[config.mk]
export PLATFORM = sky130hd
export DESIGN_NAME = bwo_out_buf
export DESIGN_NICKNAME = d
export VERILOG_FILES = /design/src/rtl/bwo_pkg.sv /design/src/rtl/bwo_out_buf.sv
export SDC_FILE = /design/constraint.sdc
export NUM_CORES = 1
export LEC_CHECK = 0
export ABC_AREA = 0
export BUFFER_PORTS_ARGS = -buffer_cell sky130_fd_sc_hd__buf_2
export CORE_MARGIN = 2
export CORE_UTILIZATION = 45
export CTS_CLUSTER_DIAMETER = 50
export DETAILED_ROUTE_END_ITERATION = 8
export GPL_TIMING_DRIVEN = 0
export PLACE_DENSITY = 0.83
export SETUP_SLACK_MARGIN = 0.3
export SLEW_MARGIN = 20
export SYNTH_ARGS = -nofsm -noshare
export SYNTH_HDL_FRONTEND = slang
export SYNTH_SLANG_ARGS = --single-unit
export TNS_END_PERCENT = 10
[constraint.sdc]
create_clock -name i_clk -period 2.2 [get_ports i_clk]
set_input_delay 0.11 -clock i_clk [delete_from_list [all_inputs] [get_ports i_clk]]
set_output_delay 0.11 -clock i_clk [all_outputs]
set_load 0.02 [all_outputs]
[src/rtl/bwo_pkg.sv]
package bwo_pkg;

    // Field widths
    localparam int CMD_W      = 2;
    localparam int FREQ_W     = 24;
    localparam int IDX_W      = 24;
    localparam int VOL_W      = 7;
    localparam int SR_W       = 18;
    localparam int AMP_W      = 16;
    localparam int SAMPLE_W   = 16;
    localparam int CFG_IDX_W  = 1;
    localparam int CFG_DATA_W = SR_W;

    // Stream packing: tdata = {volume, index, frequency}, padded to bytes
    localparam int S_TDATA_W  = ((FREQ_W + IDX_W + VOL_W + 7) / 8) * 8;
    localparam int S_TUSER_W  = CMD_W;
    localparam int M_TDATA_W  = ((SAMPLE_W + 7) / 8) * 8;

    // Register reset values
    localparam logic [SR_W-1:0]  SR_RESET  = SR_W'(44100);
    localparam logic [AMP_W-1:0] AMP_RESET = AMP_W'(32768);

    // Phase divider geometry
    localparam int PHASE_BITS   = 24;
    localparam int FREQ_FRAC    = 8;
    localparam int NUM_W        = FREQ_W + IDX_W;
    localparam int DIV_STEPS    = NUM_W + PHASE_BITS - FREQ_FRAC;
    localparam int DIV_STAGES   = (DIV_STEPS + 1) / 2;
    localparam int DIV_W        = 2 * DIV_STAGES;
    localparam logic [PHASE_BITS-1:0] PHASE_HALF = {1'b1, {(PHASE_BITS-1){1'b0}}};

    // Quarter-wave sine table
    localparam int SINE_ENTRIES = 1024;
    localparam int SINE_KW      = $clog2(SINE_ENTRIES);
    localparam int SINE_AW      = SINE_KW + 1;
    localparam int Q15_W        = 16;
    localparam int TRI_W        = 17;
    localparam int WAVE_SW      = 18;
    localparam logic [63:0] HALF_PI_Q30 = 64'd1686629713;

    localparam logic signed [WAVE_SW-1:0] W_POS_ONE = WAVE_SW'(32768);
    localparam logic signed [WAVE_SW-1:0] W_NEG_ONE = -WAVE_SW'(32768);
    localparam logic signed [WAVE_SW-1:0] W_TRI_TOP = WAVE_SW'(98304);

    // Gain and rounding
    localparam int Q15_ONE     = 32768;
    localparam int PCT_FULL    = 100;
    localparam int P1_W        = Q15_W + AMP_W;
    localparam int P2_W        = P1_W + VOL_W;
    localparam int SUM_W       = P2_W + 1;
    localparam int Q15_FRAC    = 15;
    localparam int YF_W        = SUM_W - Q15_FRAC;
    localparam int Y_W         = $clog2(Q15_ONE * PCT_FULL);
    localparam int RECIP_SHIFT = 29;
    localparam int RECIP_W     = 23;
    localparam int PROD_W      = Y_W + RECIP_W;
    localparam logic [SUM_W-1:0]   ROUND_ADD = SUM_W'(Q15_ONE * PCT_FULL / 2);
    localparam logic [YF_W-1:0]    SAT_Y     = YF_W'(Q15_ONE * PCT_FULL);
    localparam logic [RECIP_W-1:0] RECIP     =
        RECIP_W'(((64'd1 << RECIP_SHIFT) + 64'(PCT_FULL) - 64'd1) / 64'(PCT_FULL));
    localparam logic signed [SAMPLE_W-1:0] SAMPLE_MAX = {1'b0, {(SAMPLE_W-1){1'b1}}};
    localparam logic signed [SAMPLE_W-1:0] SAMPLE_MIN = {1'b1, {(SAMPLE_W-1){1'b0}}};

    // Codes
    typedef enum logic [CMD_W-1:0] {
        WAVE_SINE     = 0,
        WAVE_SQUARE   = 1,
        WAVE_TRIANGLE = 2,
        WAVE_SAW      = 3
    } t_wave;

    typedef enum logic [CFG_IDX_W-1:0] {
        CFG_SAMPLE_RATE = 0,
        CFG_AMPLITUDE   = 1
    } t_cfg_reg;

    // Side data that rides along the phase divider
    typedef struct packed {
        t_wave            cmd;
        logic [VOL_W-1:0] vol;
    } t_tag;

    // Wave shaper result handed to the gain stages
    typedef struct packed {
        logic [Q15_W-1:0] mag;
        logic             neg;
        logic [VOL_W-1:0] vol;
    } t_wave_res;

    typedef struct packed {
        logic [SR_W-1:0] rem;
        logic            q;
    } t_div_step;

    // One restoring division step
    function automatic t_div_step div_step(input logic [SR_W-1:0] rem,
                                           input logic            din,
                                           input logic [SR_W-1:0] divisor);
        t_div_step   res;
        logic [SR_W:0] x;
        logic [SR_W:0] d;
        x = {rem, din};
        d = {1'b0, divisor};
        if (x >= d) begin
            res.q   = 1'b1;
            res.rem = SR_W'(x - d);
        end else begin
            res.q   = 1'b0;
            res.rem = x[SR_W-1:0];
        end
        return res;
    endfunction

    // Sine table entry: Taylor series in Q30 through theta^15, truncating
    function automatic logic [Q15_W-1:0] sine_entry(input int unsigned idx);
        logic [63:0] theta;
        logic [63:0] th2;
        logic [63:0] term;
        logic [63:0] sum;
        logic [63:0] v;
        theta = (64'(idx) * HALF_PI_Q30) / 64'(SINE_ENTRIES);
        th2   = (theta * theta) >> 30;
        term  = theta;
        sum   = theta;
        term  = ((term * th2) >> 30) / 64'd6;
        sum   = (sum > term) ? sum - term : 64'd0;
        term  = ((term * th2) >> 30) / 64'd20;
        sum   = sum + term;
        term  = ((term * th2) >> 30) / 64'd42;
        sum   = (sum > term) ? sum - term : 64'd0;
        term  = ((term * th2) >> 30) / 64'd72;
        sum   = sum + term;
        term  = ((term * th2) >> 30) / 64'd110;
        sum   = (sum > term) ? sum - term : 64'd0;
        term  = ((term * th2) >> 30) / 64'd156;
        sum   = sum + term;
        term  = ((term * th2) >> 30) / 64'd210;
        sum   = (sum > term) ? sum - term : 64'd0;
        v     = (sum + 64'd16384) >> 15;
        if (v > 64'(Q15_ONE)) begin
            v = 64'(Q15_ONE);
        end
        return v[Q15_W-1:0];
    endfunction

    typedef logic [Q15_W-1:0] t_sine_rom [0:SINE_ENTRIES];

    function automatic t_sine_rom sine_rom();
        t_sine_rom rom;
        for (int i = 0; i <= SINE_ENTRIES; i++) begin
            rom[i] = sine_entry(i);
        end
        return rom;
    endfunction

endpackage

[src/rtl/bwo_out_buf.sv]
module bwo_out_buf import bwo_pkg::*; (
    input  logic                       i_clk,
    input  logic                       i_rst_n,
    input  logic                       i_vld,
    input  logic signed [SAMPLE_W-1:0] i_sample,
    input  logic                       i_ready,
    output logic                       o_en,
    output logic                       o_vld,
    output logic signed [SAMPLE_W-1:0] o_sample
);

    logic                       r_out_vld;
    logic signed [SAMPLE_W-1:0] r_out;
    logic                       r_skid_vld;
    logic signed [SAMPLE_W-1:0] r_skid;

    logic                       n_out_vld;
    logic                       n_skid_vld;
    logic                       load_out;
    logic                       load_skid;
    logic                       take;
    logic                       push;

    // Pipeline runs while the skid slot is free
    assign o_en = !r_skid_vld;
    assign take = r_out_vld && i_ready;
    assign push = o_en && i_vld;

    always_comb begin
        n_out_vld  = r_out_vld;
        n_skid_vld = r_skid_vld;
        load_out   = 1'b0;
        load_skid  = 1'b0;
        if (r_skid_vld) begin
            if (take) begin
                n_skid_vld = 1'b0;
            end
        end else if (push) begin
            if (!r_out_vld || take) begin
                load_out  = 1'b1;
                n_out_vld = 1'b1;
            end else begin
                load_skid  = 1'b1;
                n_skid_vld = 1'b1;
            end
        end else if (take) begin
            n_out_vld = 1'b0;
        end
    end

    always_ff @(posedge i_clk) begin
        if (!i_rst_n) begin
            r_out_vld  <= 1'b0;
            r_skid_vld <= 1'b0;
        end else begin
            r_out_vld  <= n_out_vld;
            r_skid_vld <= n_skid_vld;
        end
    end

    always_ff @(posedge i_clk) begin
        if (load_out) begin
            r_out <= i_sample;
        end else if (r_skid_vld && take) begin
            r_out <= r_skid;
        end
        if (load_skid) begin
            r_skid <= i_sample;
        end
    end

    assign o_vld    = r_out_vld;
    assign o_sample = r_out;

endmodule

==> metrics.txt <==
Setup Skew 0.00324 ns; WL/cell 13.8 um; WP data required 2.16 ns; CP endpoint kind flop; Critical Path Start r_skid_vld; residual DRC count 0; CTS tree done; part of the Yosys area used for sequential elements 0.760; register bit count reported by yosys 34; final hold viol count 0; Final setup viols 0; DR pass1 iterations 4; 1st-iter DRT viols 6; Final GP Congestion 0.652; clk root buf clkbuf_4; post-CTS setup buffer count 0; most frequent cells in the layout 37 x buf_2, 32 x edfxtp_1, 16 x dlygate4sd3_1; Layout Nets 145; Clock Tree Buf Depth 2; FMAX 0.582 GHz; Crit path largest cell delay 0.73 ns; initial antenna violation count 0; Synth Instances 65; I/O pins 38; row count 19; worst-margin pin slew 0.888 ns; initial core utilization 0.477; final slew viol count 0; pin count of the biggest net entering global routing 17; # diodes 0; max-cap violations 0; final WL 2.17 mm; HP Start i_rst_n; Ys Warns 0; clock tree sinks 34; Die Span Y 58.1 um; post-route ant nets 0; via/cell ratio 4.85; LEAKAGE 0.000712 uW; syn nets 85; CP max stage cell a21boi_2; Max IR drop VDD 0.000612 V; share of layout cells above drive strength 1 0.500; Power Density 713 mW/mm2; Final min period 1.72 ns; clk_lat worst skew 0.33 ns; syn_area_per_cell 20.3 um2; # H-tree levels 2; die width 58.1 um; first-pass GRT wire length 3.62 mm; final worst path period share 0.781; mapped cell area 0.00132 mm2; crit path kind reg2reg; Worst setup SP type flop; vias in the first global route 811; delay-heaviest family, CP compound AO/OA/AOI/OAI gates; outcome completed; total track usage 0.153; dpl hpwl 1.54 mm; die area 0.00337 mm2; I/O Buffers 37; TritonCTS Buffers 5; unrepaired setup endpoints after global routing no; HP Class in2reg; critical path, cell by cell inv_1, nand2_1, a21boi_2; Vias 761; Buf+Inv Stages, Crit Path 1; CP Max Fanout 16; Arr. time, crit path 1.68 ns; Core ar. 0.00276 mm2; Overflow after GRT 0; post-layout util 0.637; relative slew slack 0.405; Design Power 1250 uW; area delta synth->final 33.4%; Final TNS setup 0 ns; Clk pin slew, worst setup/hold paths 0.09 ns; commonest non-fill, non-tap cell in the layout buf_2; Synth cell types 13; r2r startpoint r_skid_vld
layer usage:
layer,wire [um],vias to the layer above,track usage
li1,-,367,-
met5,0,-,0
met1,883,351,0.168
met2,1060,36,0.248
met4,44,0,0.0897
met3,185,7,0.0625
through the flow:
step	hold WS, ns	cell area [um2]	cells	setup WS (ns)
after floorplan	0.209	1320	65	0.358
after global routing	0.0153	1760	157	0.359
after detailed placement	0.303	1550	133	0.470
after global placement	0.301	1540	133	0.173
after CTS	0.0109	1760	157	0.456
final	0.0166	1760	157	0.483
registers in the layout, summed over array words and instances (netlist names):
| name | count |
|---|---|
| r_skid | 16 |
| r_skid_vld | 1 |
| o_sample | 16 |
| o_vld | 1 |
area by class of cell:
cell class                 instances  area [um2]
multi-input combinational         28         303
fill                             208        1000
sequential                        34        1000
timing repair buffer              53         345
buffer                             1        11.3
tap                               31        38.8
clock buffer                       5        37.5
inverter                           2        7.51
clock inverter                     3        11.3
worst paths after layout:
kind / end / slack (ns) / cells after the start
setup reg to reg: o_sample[4] / 0.48 / 3
setup / recovery: o_sample[4] / 0.48 / 3
hold / removal: r_skid_vld / 0.02 / 3
hold reg to reg: o_sample[12] / 0.56 / 1
cell usage after synthesis:
library cell   n  share of area
a21boi_0       2          0.011
a21oi_1        1         0.0038
buf_6          1         0.0086
dfxtp_1        2          0.030
edfxtp_1      32           0.73
inv_1          2         0.0057
mux2_2         6          0.051
mux2_4        10           0.11
nand2_1        4          0.011
nand2b_4       1          0.010
nand3_4        1          0.013
nor2_1         2         0.0057
o21ai_0        1         0.0038
worst min-delay path, delay by kind of cell:
family,cells,cell delay (ns)
and+or+nand+nor,2,0.09
buffers and inverters,1,0.11
power breakdown:
group	internal, uW	total, uW	switching (uW)
Sequential	750	761	11.1
Clock	114	307	193
Combinational	89.6	183	93.8
cells by family after synthesis:
| kind of cell | Yosys count | synth area share |
|---|---|---|
| compound gates | 4 | 0.0190 |
| buf+inv | 3 | 0.0143 |
| flops | 34 | 0.760 |
| mux | 16 | 0.165 |
| simple gates | 8 | 0.0409 |
repair_timing:
item                                   CTS  global route
endpoints found under the hold margin   16             0
hold buffers                            16             0
gates resized for setup                  0             0
No activity file was read; power rests on OpenSTA's default activity.
