## src/rtl/bwo_pkg.sv

```systemverilog
package bwo_pkg;

    // Field widths
    localparam int CMD_W      = 2;
    localparam int FREQ_W     = 24;
    localparam int IDX_W      = 24;
    localparam int VOL_W      = 7;
    localparam int SR_W       = 18;
    localparam int AMP_W      = 16;
    localparam int SAMPLE_W   = 16;
    localparam int CFG_IDX_W  = 1;
    localparam int CFG_DATA_W = SR_W;

    // Stream packing: tdata = {volume, index, frequency}, padded to bytes
    localparam int S_TDATA_W  = ((FREQ_W + IDX_W + VOL_W + 7) / 8) * 8;
    localparam int S_TUSER_W  = CMD_W;
    localparam int M_TDATA_W  = ((SAMPLE_W + 7) / 8) * 8;

    // Register reset values
    localparam logic [SR_W-1:0]  SR_RESET  = SR_W'(44100);
    localparam logic [AMP_W-1:0] AMP_RESET = AMP_W'(32768);

    // Phase divider geometry
    localparam int PHASE_BITS   = 24;
    localparam int FREQ_FRAC    = 8;
    localparam int NUM_W        = FREQ_W + IDX_W;
    localparam int DIV_STEPS    = NUM_W + PHASE_BITS - FREQ_FRAC;
    localparam int DIV_STAGES   = (DIV_STEPS + 1) / 2;
    localparam int DIV_W        = 2 * DIV_STAGES;
    localparam logic [PHASE_BITS-1:0] PHASE_HALF = {1'b1, {(PHASE_BITS-1){1'b0}}};

    // Quarter-wave sine table
    localparam int SINE_ENTRIES = 1024;
    localparam int SINE_KW      = $clog2(SINE_ENTRIES);
    localparam int SINE_AW      = SINE_KW + 1;
    localparam int Q15_W        = 16;
    localparam int TRI_W        = 17;
    localparam int WAVE_SW      = 18;
    localparam logic [63:0] HALF_PI_Q30 = 64'd1686629713;

    localparam logic signed [WAVE_SW-1:0] W_POS_ONE = WAVE_SW'(32768);
    localparam logic signed [WAVE_SW-1:0] W_NEG_ONE = -WAVE_SW'(32768);
    localparam logic signed [WAVE_SW-1:0] W_TRI_TOP = WAVE_SW'(98304);

    // Gain and rounding
    localparam int Q15_ONE     = 32768;
    localparam int PCT_FULL    = 100;
    localparam int P1_W        = Q15_W + AMP_W;
    localparam int P2_W        = P1_W + VOL_W;
    localparam int SUM_W       = P2_W + 1;
    localparam int Q15_FRAC    = 15;
    localparam int YF_W        = SUM_W - Q15_FRAC;
    localparam int Y_W         = $clog2(Q15_ONE * PCT_FULL);
    localparam int RECIP_SHIFT = 29;
    localparam int RECIP_W     = 23;
    localparam int PROD_W      = Y_W + RECIP_W;
    localparam logic [SUM_W-1:0]   ROUND_ADD = SUM_W'(Q15_ONE * PCT_FULL / 2);
    localparam logic [YF_W-1:0]    SAT_Y     = YF_W'(Q15_ONE * PCT_FULL);
    localparam logic [RECIP_W-1:0] RECIP     =
        RECIP_W'(((64'd1 << RECIP_SHIFT) + 64'(PCT_FULL) - 64'd1) / 64'(PCT_FULL));
    localparam logic signed [SAMPLE_W-1:0] SAMPLE_MAX = {1'b0, {(SAMPLE_W-1){1'b1}}};
    localparam logic signed [SAMPLE_W-1:0] SAMPLE_MIN = {1'b1, {(SAMPLE_W-1){1'b0}}};

    // Codes
    typedef enum logic [CMD_W-1:0] {
        WAVE_SINE     = 0,
        WAVE_SQUARE   = 1,
        WAVE_TRIANGLE = 2,
        WAVE_SAW      = 3
    } t_wave;

    typedef enum logic [CFG_IDX_W-1:0] {
        CFG_SAMPLE_RATE = 0,
        CFG_AMPLITUDE   = 1
    } t_cfg_reg;

    // Side data that rides along the phase divider
    typedef struct packed {
        t_wave            cmd;
        logic [VOL_W-1:0] vol;
    } t_tag;

    // Wave shaper result handed to the gain stages
    typedef struct packed {
        logic [Q15_W-1:0] mag;
        logic             neg;
        logic [VOL_W-1:0] vol;
    } t_wave_res;

    typedef struct packed {
        logic [SR_W-1:0] rem;
        logic            q;
    } t_div_step;

    // One restoring division step
    function automatic t_div_step div_step(input logic [SR_W-1:0] rem,
                                           input logic            din,
                                           input logic [SR_W-1:0] divisor);
        t_div_step   res;
        logic [SR_W:0] x;
        logic [SR_W:0] d;
        x = {rem, din};
        d = {1'b0, divisor};
        if (x >= d) begin
            res.q   = 1'b1;
            res.rem = SR_W'(x - d);
        end else begin
            res.q   = 1'b0;
            res.rem = x[SR_W-1:0];
        end
        return res;
    endfunction

    // Sine table entry: Taylor series in Q30 through theta^15, truncating
    function automatic logic [Q15_W-1:0] sine_entry(input int unsigned idx);
        logic [63:0] theta;
        logic [63:0] th2;
        logic [63:0] term;
        logic [63:0] sum;
        logic [63:0] v;
        theta = (64'(idx) * HALF_PI_Q30) / 64'(SINE_ENTRIES);
        th2   = (theta * theta) >> 30;
        term  = theta;
        sum   = theta;
        term  = ((term * th2) >> 30) / 64'd6;
        sum   = (sum > term) ? sum - term : 64'd0;
        term  = ((term * th2) >> 30) / 64'd20;
        sum   = sum + term;
        term  = ((term * th2) >> 30) / 64'd42;
        sum   = (sum > term) ? sum - term : 64'd0;
        term  = ((term * th2) >> 30) / 64'd72;
        sum   = sum + term;
        term  = ((term * th2) >> 30) / 64'd110;
        sum   = (sum > term) ? sum - term : 64'd0;
        term  = ((term * th2) >> 30) / 64'd156;
        sum   = sum + term;
        term  = ((term * th2) >> 30) / 64'd210;
        sum   = (sum > term) ? sum - term : 64'd0;
        v     = (sum + 64'd16384) >> 15;
        if (v > 64'(Q15_ONE)) begin
            v = 64'(Q15_ONE);
        end
        return v[Q15_W-1:0];
    endfunction

    typedef logic [Q15_W-1:0] t_sine_rom [0:SINE_ENTRIES];

    function automatic t_sine_rom sine_rom();
        t_sine_rom rom;
        for (int i = 0; i <= SINE_ENTRIES; i++) begin
            rom[i] = sine_entry(i);
        end
        return rom;
    endfunction

endpackage

```

## src/rtl/bwo_scale.sv

```systemverilog
module bwo_scale import bwo_pkg::*; (
    input  logic                       i_clk,
    input  logic                       i_rst_n,
    input  logic                       i_en,
    input  logic                       i_vld,
    input  t_wave_res                  i_res,
    input  logic [AMP_W-1:0]           i_amplitude,
    output logic                       o_vld,
    output logic signed [SAMPLE_W-1:0] o_sample
);

    logic               r1_vld;
    logic [P1_W-1:0]    r1_prod;
    logic               r1_neg;
    logic [VOL_W-1:0]   r1_vol;

    logic               r2_vld;
    logic [P2_W-1:0]    r2_prod;
    logic               r2_neg;

    logic               r3_vld;
    logic [Y_W-1:0]     r3_y;
    logic               r3_sat;
    logic               r3_neg;

    logic               r4_vld;
    logic [PROD_W-1:0]  r4_prod;
    logic               r4_sat;
    logic               r4_neg;

    logic [SUM_W-1:0]    sum;
    logic [YF_W-1:0]     y_full;
    logic [SAMPLE_W-1:0] q;

    // Rounded product scaled down by 2^15, then compared with the clip point
    assign sum    = SUM_W'(r2_prod) + ROUND_ADD;
    assign y_full = sum[SUM_W-1:Q15_FRAC];

    always_ff @(posedge i_clk) begin
        if (!i_rst_n) begin
            r1_vld <= 1'b0;
            r2_vld <= 1'b0;
            r3_vld <= 1'b0;
            r4_vld <= 1'b0;
        end else if (i_en) begin
            r1_vld <= i_vld;
            r2_vld <= r1_vld;
            r3_vld <= r2_vld;
            r4_vld <= r3_vld;
        end
    end

    always_ff @(posedge i_clk) begin
        if (i_en) begin
            // level times amplitude
            r1_prod <= P1_W'(i_res.mag) * P1_W'(i_amplitude);
            r1_neg  <= i_res.neg;
            r1_vol  <= i_res.vol;
            // times volume
            r2_prod <= P2_W'(r1_prod) * P2_W'(r1_vol);
            r2_neg  <= r1_neg;
            // round and clip check
            r3_y    <= y_full[Y_W-1:0];
            r3_sat  <= (y_full >= SAT_Y);
            r3_neg  <= r2_neg;
            // divide by 100 through the reciprocal
            r4_prod <= PROD_W'(r3_y) * PROD_W'(RECIP);
            r4_sat  <= r3_sat;
            r4_neg  <= r3_neg;
        end
    end

    // Sign and saturation
    assign q = r4_prod[RECIP_SHIFT +: SAMPLE_W];

    always_comb begin
        if (r4_sat) begin
            o_sample = r4_neg ? SAMPLE_MIN : SAMPLE_MAX;
        end else begin
            o_sample = r4_neg ? -signed'(q) : signed'(q);
        end
    end

    assign o_vld = r4_vld;

endmodule

```

## config.mk

```make
export PLATFORM = sky130hd
export DESIGN_NAME = bwo_scale
export DESIGN_NICKNAME = d
export VERILOG_FILES = /design/src/rtl/bwo_pkg.sv /design/src/rtl/bwo_scale.sv
export SDC_FILE = /design/constraint.sdc
export NUM_CORES = 2
export LEC_CHECK = 0
export BUFFER_PORTS_ARGS = -buffer_cell sky130_fd_sc_hd__buf_2
export CAP_MARGIN = 20
export CORE_MARGIN = 10
export CORE_UTILIZATION = 55
export DETAILED_ROUTE_END_ITERATION = 16
export PLACE_DENSITY = 0.71
export REMOVE_ABC_BUFFERS = 1
export SYNTH_ARGS = -nofsm -noshare
export SYNTH_HDL_FRONTEND = slang
export SYNTH_SLANG_ARGS = --single-unit
```

## constraint.sdc

```tcl
create_clock -name i_clk -period 7.8 [get_ports i_clk]
set_input_delay 1.56 -clock i_clk [delete_from_list [all_inputs] [get_ports i_clk]]
set_output_delay 1.56 -clock i_clk [all_outputs]
set_load 0.01 [all_outputs]
```

==> impl.org <==
** Status
- The run finished with clean final reports.

** Clock tree
- Post-CTS repair changed the size of 0 cells.
- The clock drives 111 sinks.
- Maximum number of buffers from clock root to sink :: 2
- Clock tree synthesis selected as its root buffer the cell sky130_fd_sc_hd__clkbuf_16.
- Post-CTS timing repair inserted 0 buffers for setup.
- CTS H-tree lvls :: 3
- Clock transition at the registers of the reported paths :: 80 ps
- Clock latency reported for the late side of the worst-skew pair :: 400 ps
- Clock tree from TritonCTS :: built
- Counting the buffers created by CTS gives 9.
- Number of buffers added to fix hold violations after cts :: 0

** Critical path
- Together, buffers and inverters on the worst path number 6.
- Walking the worst path, the cells encountered are buf_2 > nand2_1 > fa_1 > inv_1 > fa_1 > inv_1 > fa_1 > inv_1 > fa_1 > fa_1 > inv_1 > fa_1 > inv_1 > ha_1 > nand2_1 > or3_1 > a2111oi_0 > o21a_1 > nor2_1 > o2111ai_1 > a21oi_1 > xnor2_1.
- Biggest fanout along the worst timing path :: 16
- For this run, the slowest stage of the critical path takes 540 ps.
- Arrival time worst endpoint :: about 7300 ps
- Worst path top cell family by delay :: adder cells
- Data on the critical path is required at its endpoint by 7930 ps.
- Startpoint class of the critical path :: input pin
- Among the stages of the critical path, the cell type that occurs most often is sky130_fd_sc_hd__fa_1.
- Endpoint type of the worst setup path :: flip-flop
- Classification of the worst setup path :: in -> reg
- The largest individual stage delay along the critical path comes from the cell sky130_fd_sc_hd__fa_1.

** Global routing
- The initial antenna violation count came to 0.
- The number of global-route vias before repair is 20780.
- In the global route stage, overall resource usage came out at 21.44%.
- Global-route wire length before repair :: 103000 um
- Maximum number of pins on one net before global-route repair :: 64
- Grt total ovfl :: 0

** Routing
- Post-detailed-route count of antenna-violating nets :: 0
- For this block, the initial DRC count from the detailed router was 962.
- TritonRoute pass-1 iters :: 7
- In this run the top signal layer used is met4.
- Detailed routing placed a total of about 2200 um of wire on met3.
- Detailed routing placed a total of 31800 um of wire on met2.
- Dividing the detail-routed wire length by the instance count gives roughly 18 um.
- Met1 Wirelength :: 24850 um
- Via-per-instance ratio :: about 5.4
- Wires add up to just over 60000 um.
- The final route contains 18730 vias.
- In the routed design, unresolved DRC markers number 0.

** Yosys
- Post-synthesis average cell area :: 9.757 sq um
- Synthesized instance count :: 2794
- The synthesized netlist devotes 56.46% of its cell area to adder and majority cells.
- Combined area of all synthesized cells :: 0.02726 sq mm
- Yosys warning count :: 0
- The largest total area in the synthesized netlist belongs to sky130_fd_sc_hd__fa_1.
- Synth Area in Compound Gates :: around 6.4%
- Synth top area share :: 38.19%
- The most used flip-flop cell after synthesis is sky130_fd_sc_hd__edfxtp_1.
- After synthesis, the largest family of logic cells by area is adder cells.
- Number of enable flip-flop cells after synthesis :: 107
- Top-count cell post-synth :: sky130_fd_sc_hd__inv_1
- Xor and xnor fraction of the mapped netlist area :: 3.213%
- Most instantiated cells after synthesis :: sky130_fd_sc_hd__inv_1 (638), sky130_fd_sc_hd__fa_1 (520), sky130_fd_sc_hd__ha_1 (398), sky130_fd_sc_hd__nand2_1 (369), sky130_fd_sc_hd__and2_1 (163)
- Proportion of synthesized chip area in sequential cells :: 12.08%
- Portion of netlist area occupied by mux cells :: 0.1469%
- After synthesis the netlist holds a flip-flop and latch count of 111.
- In the post-synthesis netlist, the biggest area contributors are sky130_fd_sc_hd__fa_1 (38%), sky130_fd_sc_hd__ha_1 (18%), sky130_fd_sc_hd__edfxtp_1 (12%).
- Simple-gate portion of the synthesized area :: 12.05%
- Share of flip-flops with an asynchronous set or reset :: 0%
- Unique cell type count in the Yosys netlist :: 68

** Die
- Die footprint :: 0.05887 sq mm
- Starting Density :: between 50% and 60%
- DIE WIDTH :: 242.6 um
- Core Area :: 0.04895 sq mm
- Measured along the y axis, the die boundary spans between 200 and 250 um.
- Pin placement for this block handled 61 I/O pins.
- In this run the core area contains 81 standard-cell rows.

** STA
- In this run the tightest slew margin relative to its limit is 25.27%.
- Fin. max-slew vios :: 0
- Slew at the pin closest to its max-slew limit :: 1121 ps
- The count of final hold-check violations was 0.
- Setup violations remaining at the end of the flow were counted as 0.
- Setup slack closes at 670.5 ps.
- Final period demand of the worst path :: 7130 ps
- Unrepaired setup endpoints after global routing :: false
- Clock tree skew after final layout :: about 19 ps
- Based on the critical path, the design can be clocked at up to 0.1403 GHz.
- Sum of negative setup slack :: 0 ps
- Final critical-path share of the clock period :: 91.40%

** Placement
- Final weighted congestion in routability-driven placement :: 0.9271
- Once detailed placement completed, the half-perimeter wirelength came to 52400 um.
- Post-placement setup slack :: roughly 230 ps
- Number of buffers added on ports :: 60

** Final layout
- After the last flow step, the layout net total stands at 3773.
- In the final layout, the share of cells above drive strength 1 is about 3.7%.
- The repair_antennas step left the layout with diodes totalling 0.
- The area growth from synthesis to layout is 4.737%.

** Job
- Max Cap Viol :: 0

** Min path
- Tightest Hold Check Type :: reg -> reg
-- cell type report --
class	instances	area [sq um]
clock buffers	9	225.2
clock inverters	7	91.34
fillers	4226	20400
inverters	638	2395
multi-input cells	1979	21320
flip-flops and latches	111	3293
well taps	664	830.8
repair buffers	72	392.9
-- placed cells by master, fill, tap and decap left out, types with 37 or more instances in the layout --
cell,instances
sky130_fd_sc_hd__inv_1,638
sky130_fd_sc_hd__fa_1,520
sky130_fd_sc_hd__ha_1,398
sky130_fd_sc_hd__nand2_1,369
sky130_fd_sc_hd__and2_1,163
sky130_fd_sc_hd__edfxtp_1,107
sky130_fd_sc_hd__a21oi_1,87
sky130_fd_sc_hd__xnor2_1,64
sky130_fd_sc_hd__buf_2,59
sky130_fd_sc_hd__nor2_1,54
sky130_fd_sc_hd__a21o_1,40
sky130_fd_sc_hd__o21ai_0,37
-- worst paths after layout --
kind	startpoint	end	slack (ps)	cells past startpoint
max	i_res[15]	r1_prod[31]	670	22
min	r2_prod[15]	r3_y[0]	420	0
max reg2reg	r3_y[12]	r4_prod[42]	840	21
min reg2reg	r2_prod[15]	r3_y[0]	420	0
-- metrics by stage --
stage	area (sq um)	hold WS (ps)	utilization [%]	cells
after floorplan	27010	400.3	-	2728
after global placement	28230	400.9	57.68	3464
after detailed placement	28230	405.4	57.68	3464
after CTS	28550	417.0	58.33	3480
after global routing	28550	437.1	58.33	3480
final	28550	415.5	58.33	3480
-- logic make-up (layout without fill, tap and decap cells) --
group	count (synthesis)	after routing
buffers and inverters	704	726
adder cells (fa/ha/maj)	918	918
flip-flops	111	111
AND/OR/NAND/NOR	693	693
XOR/XNOR	100	100
multiplexers	4	4
AO/OA/AOI/OAI	264	264
-- flip-flops by register name, summed over array words and instances (netlist names), 7 cells and up --
signal   count
r1_vol       7
r1_prod     32
r3_y        22
r4_prod     16
r2_prod     24
-- routing by layer --
layer,vias up,track usage [%]
met3,147,2.218
met2,482,39.49
met4,0,8.951
li1,8712,-
met5,-,0
met1,9386,24.97
Power is left out: the tool's default activity adds up to more than one toggle a clock period on the data nets, which glitch-free logic cannot reach.
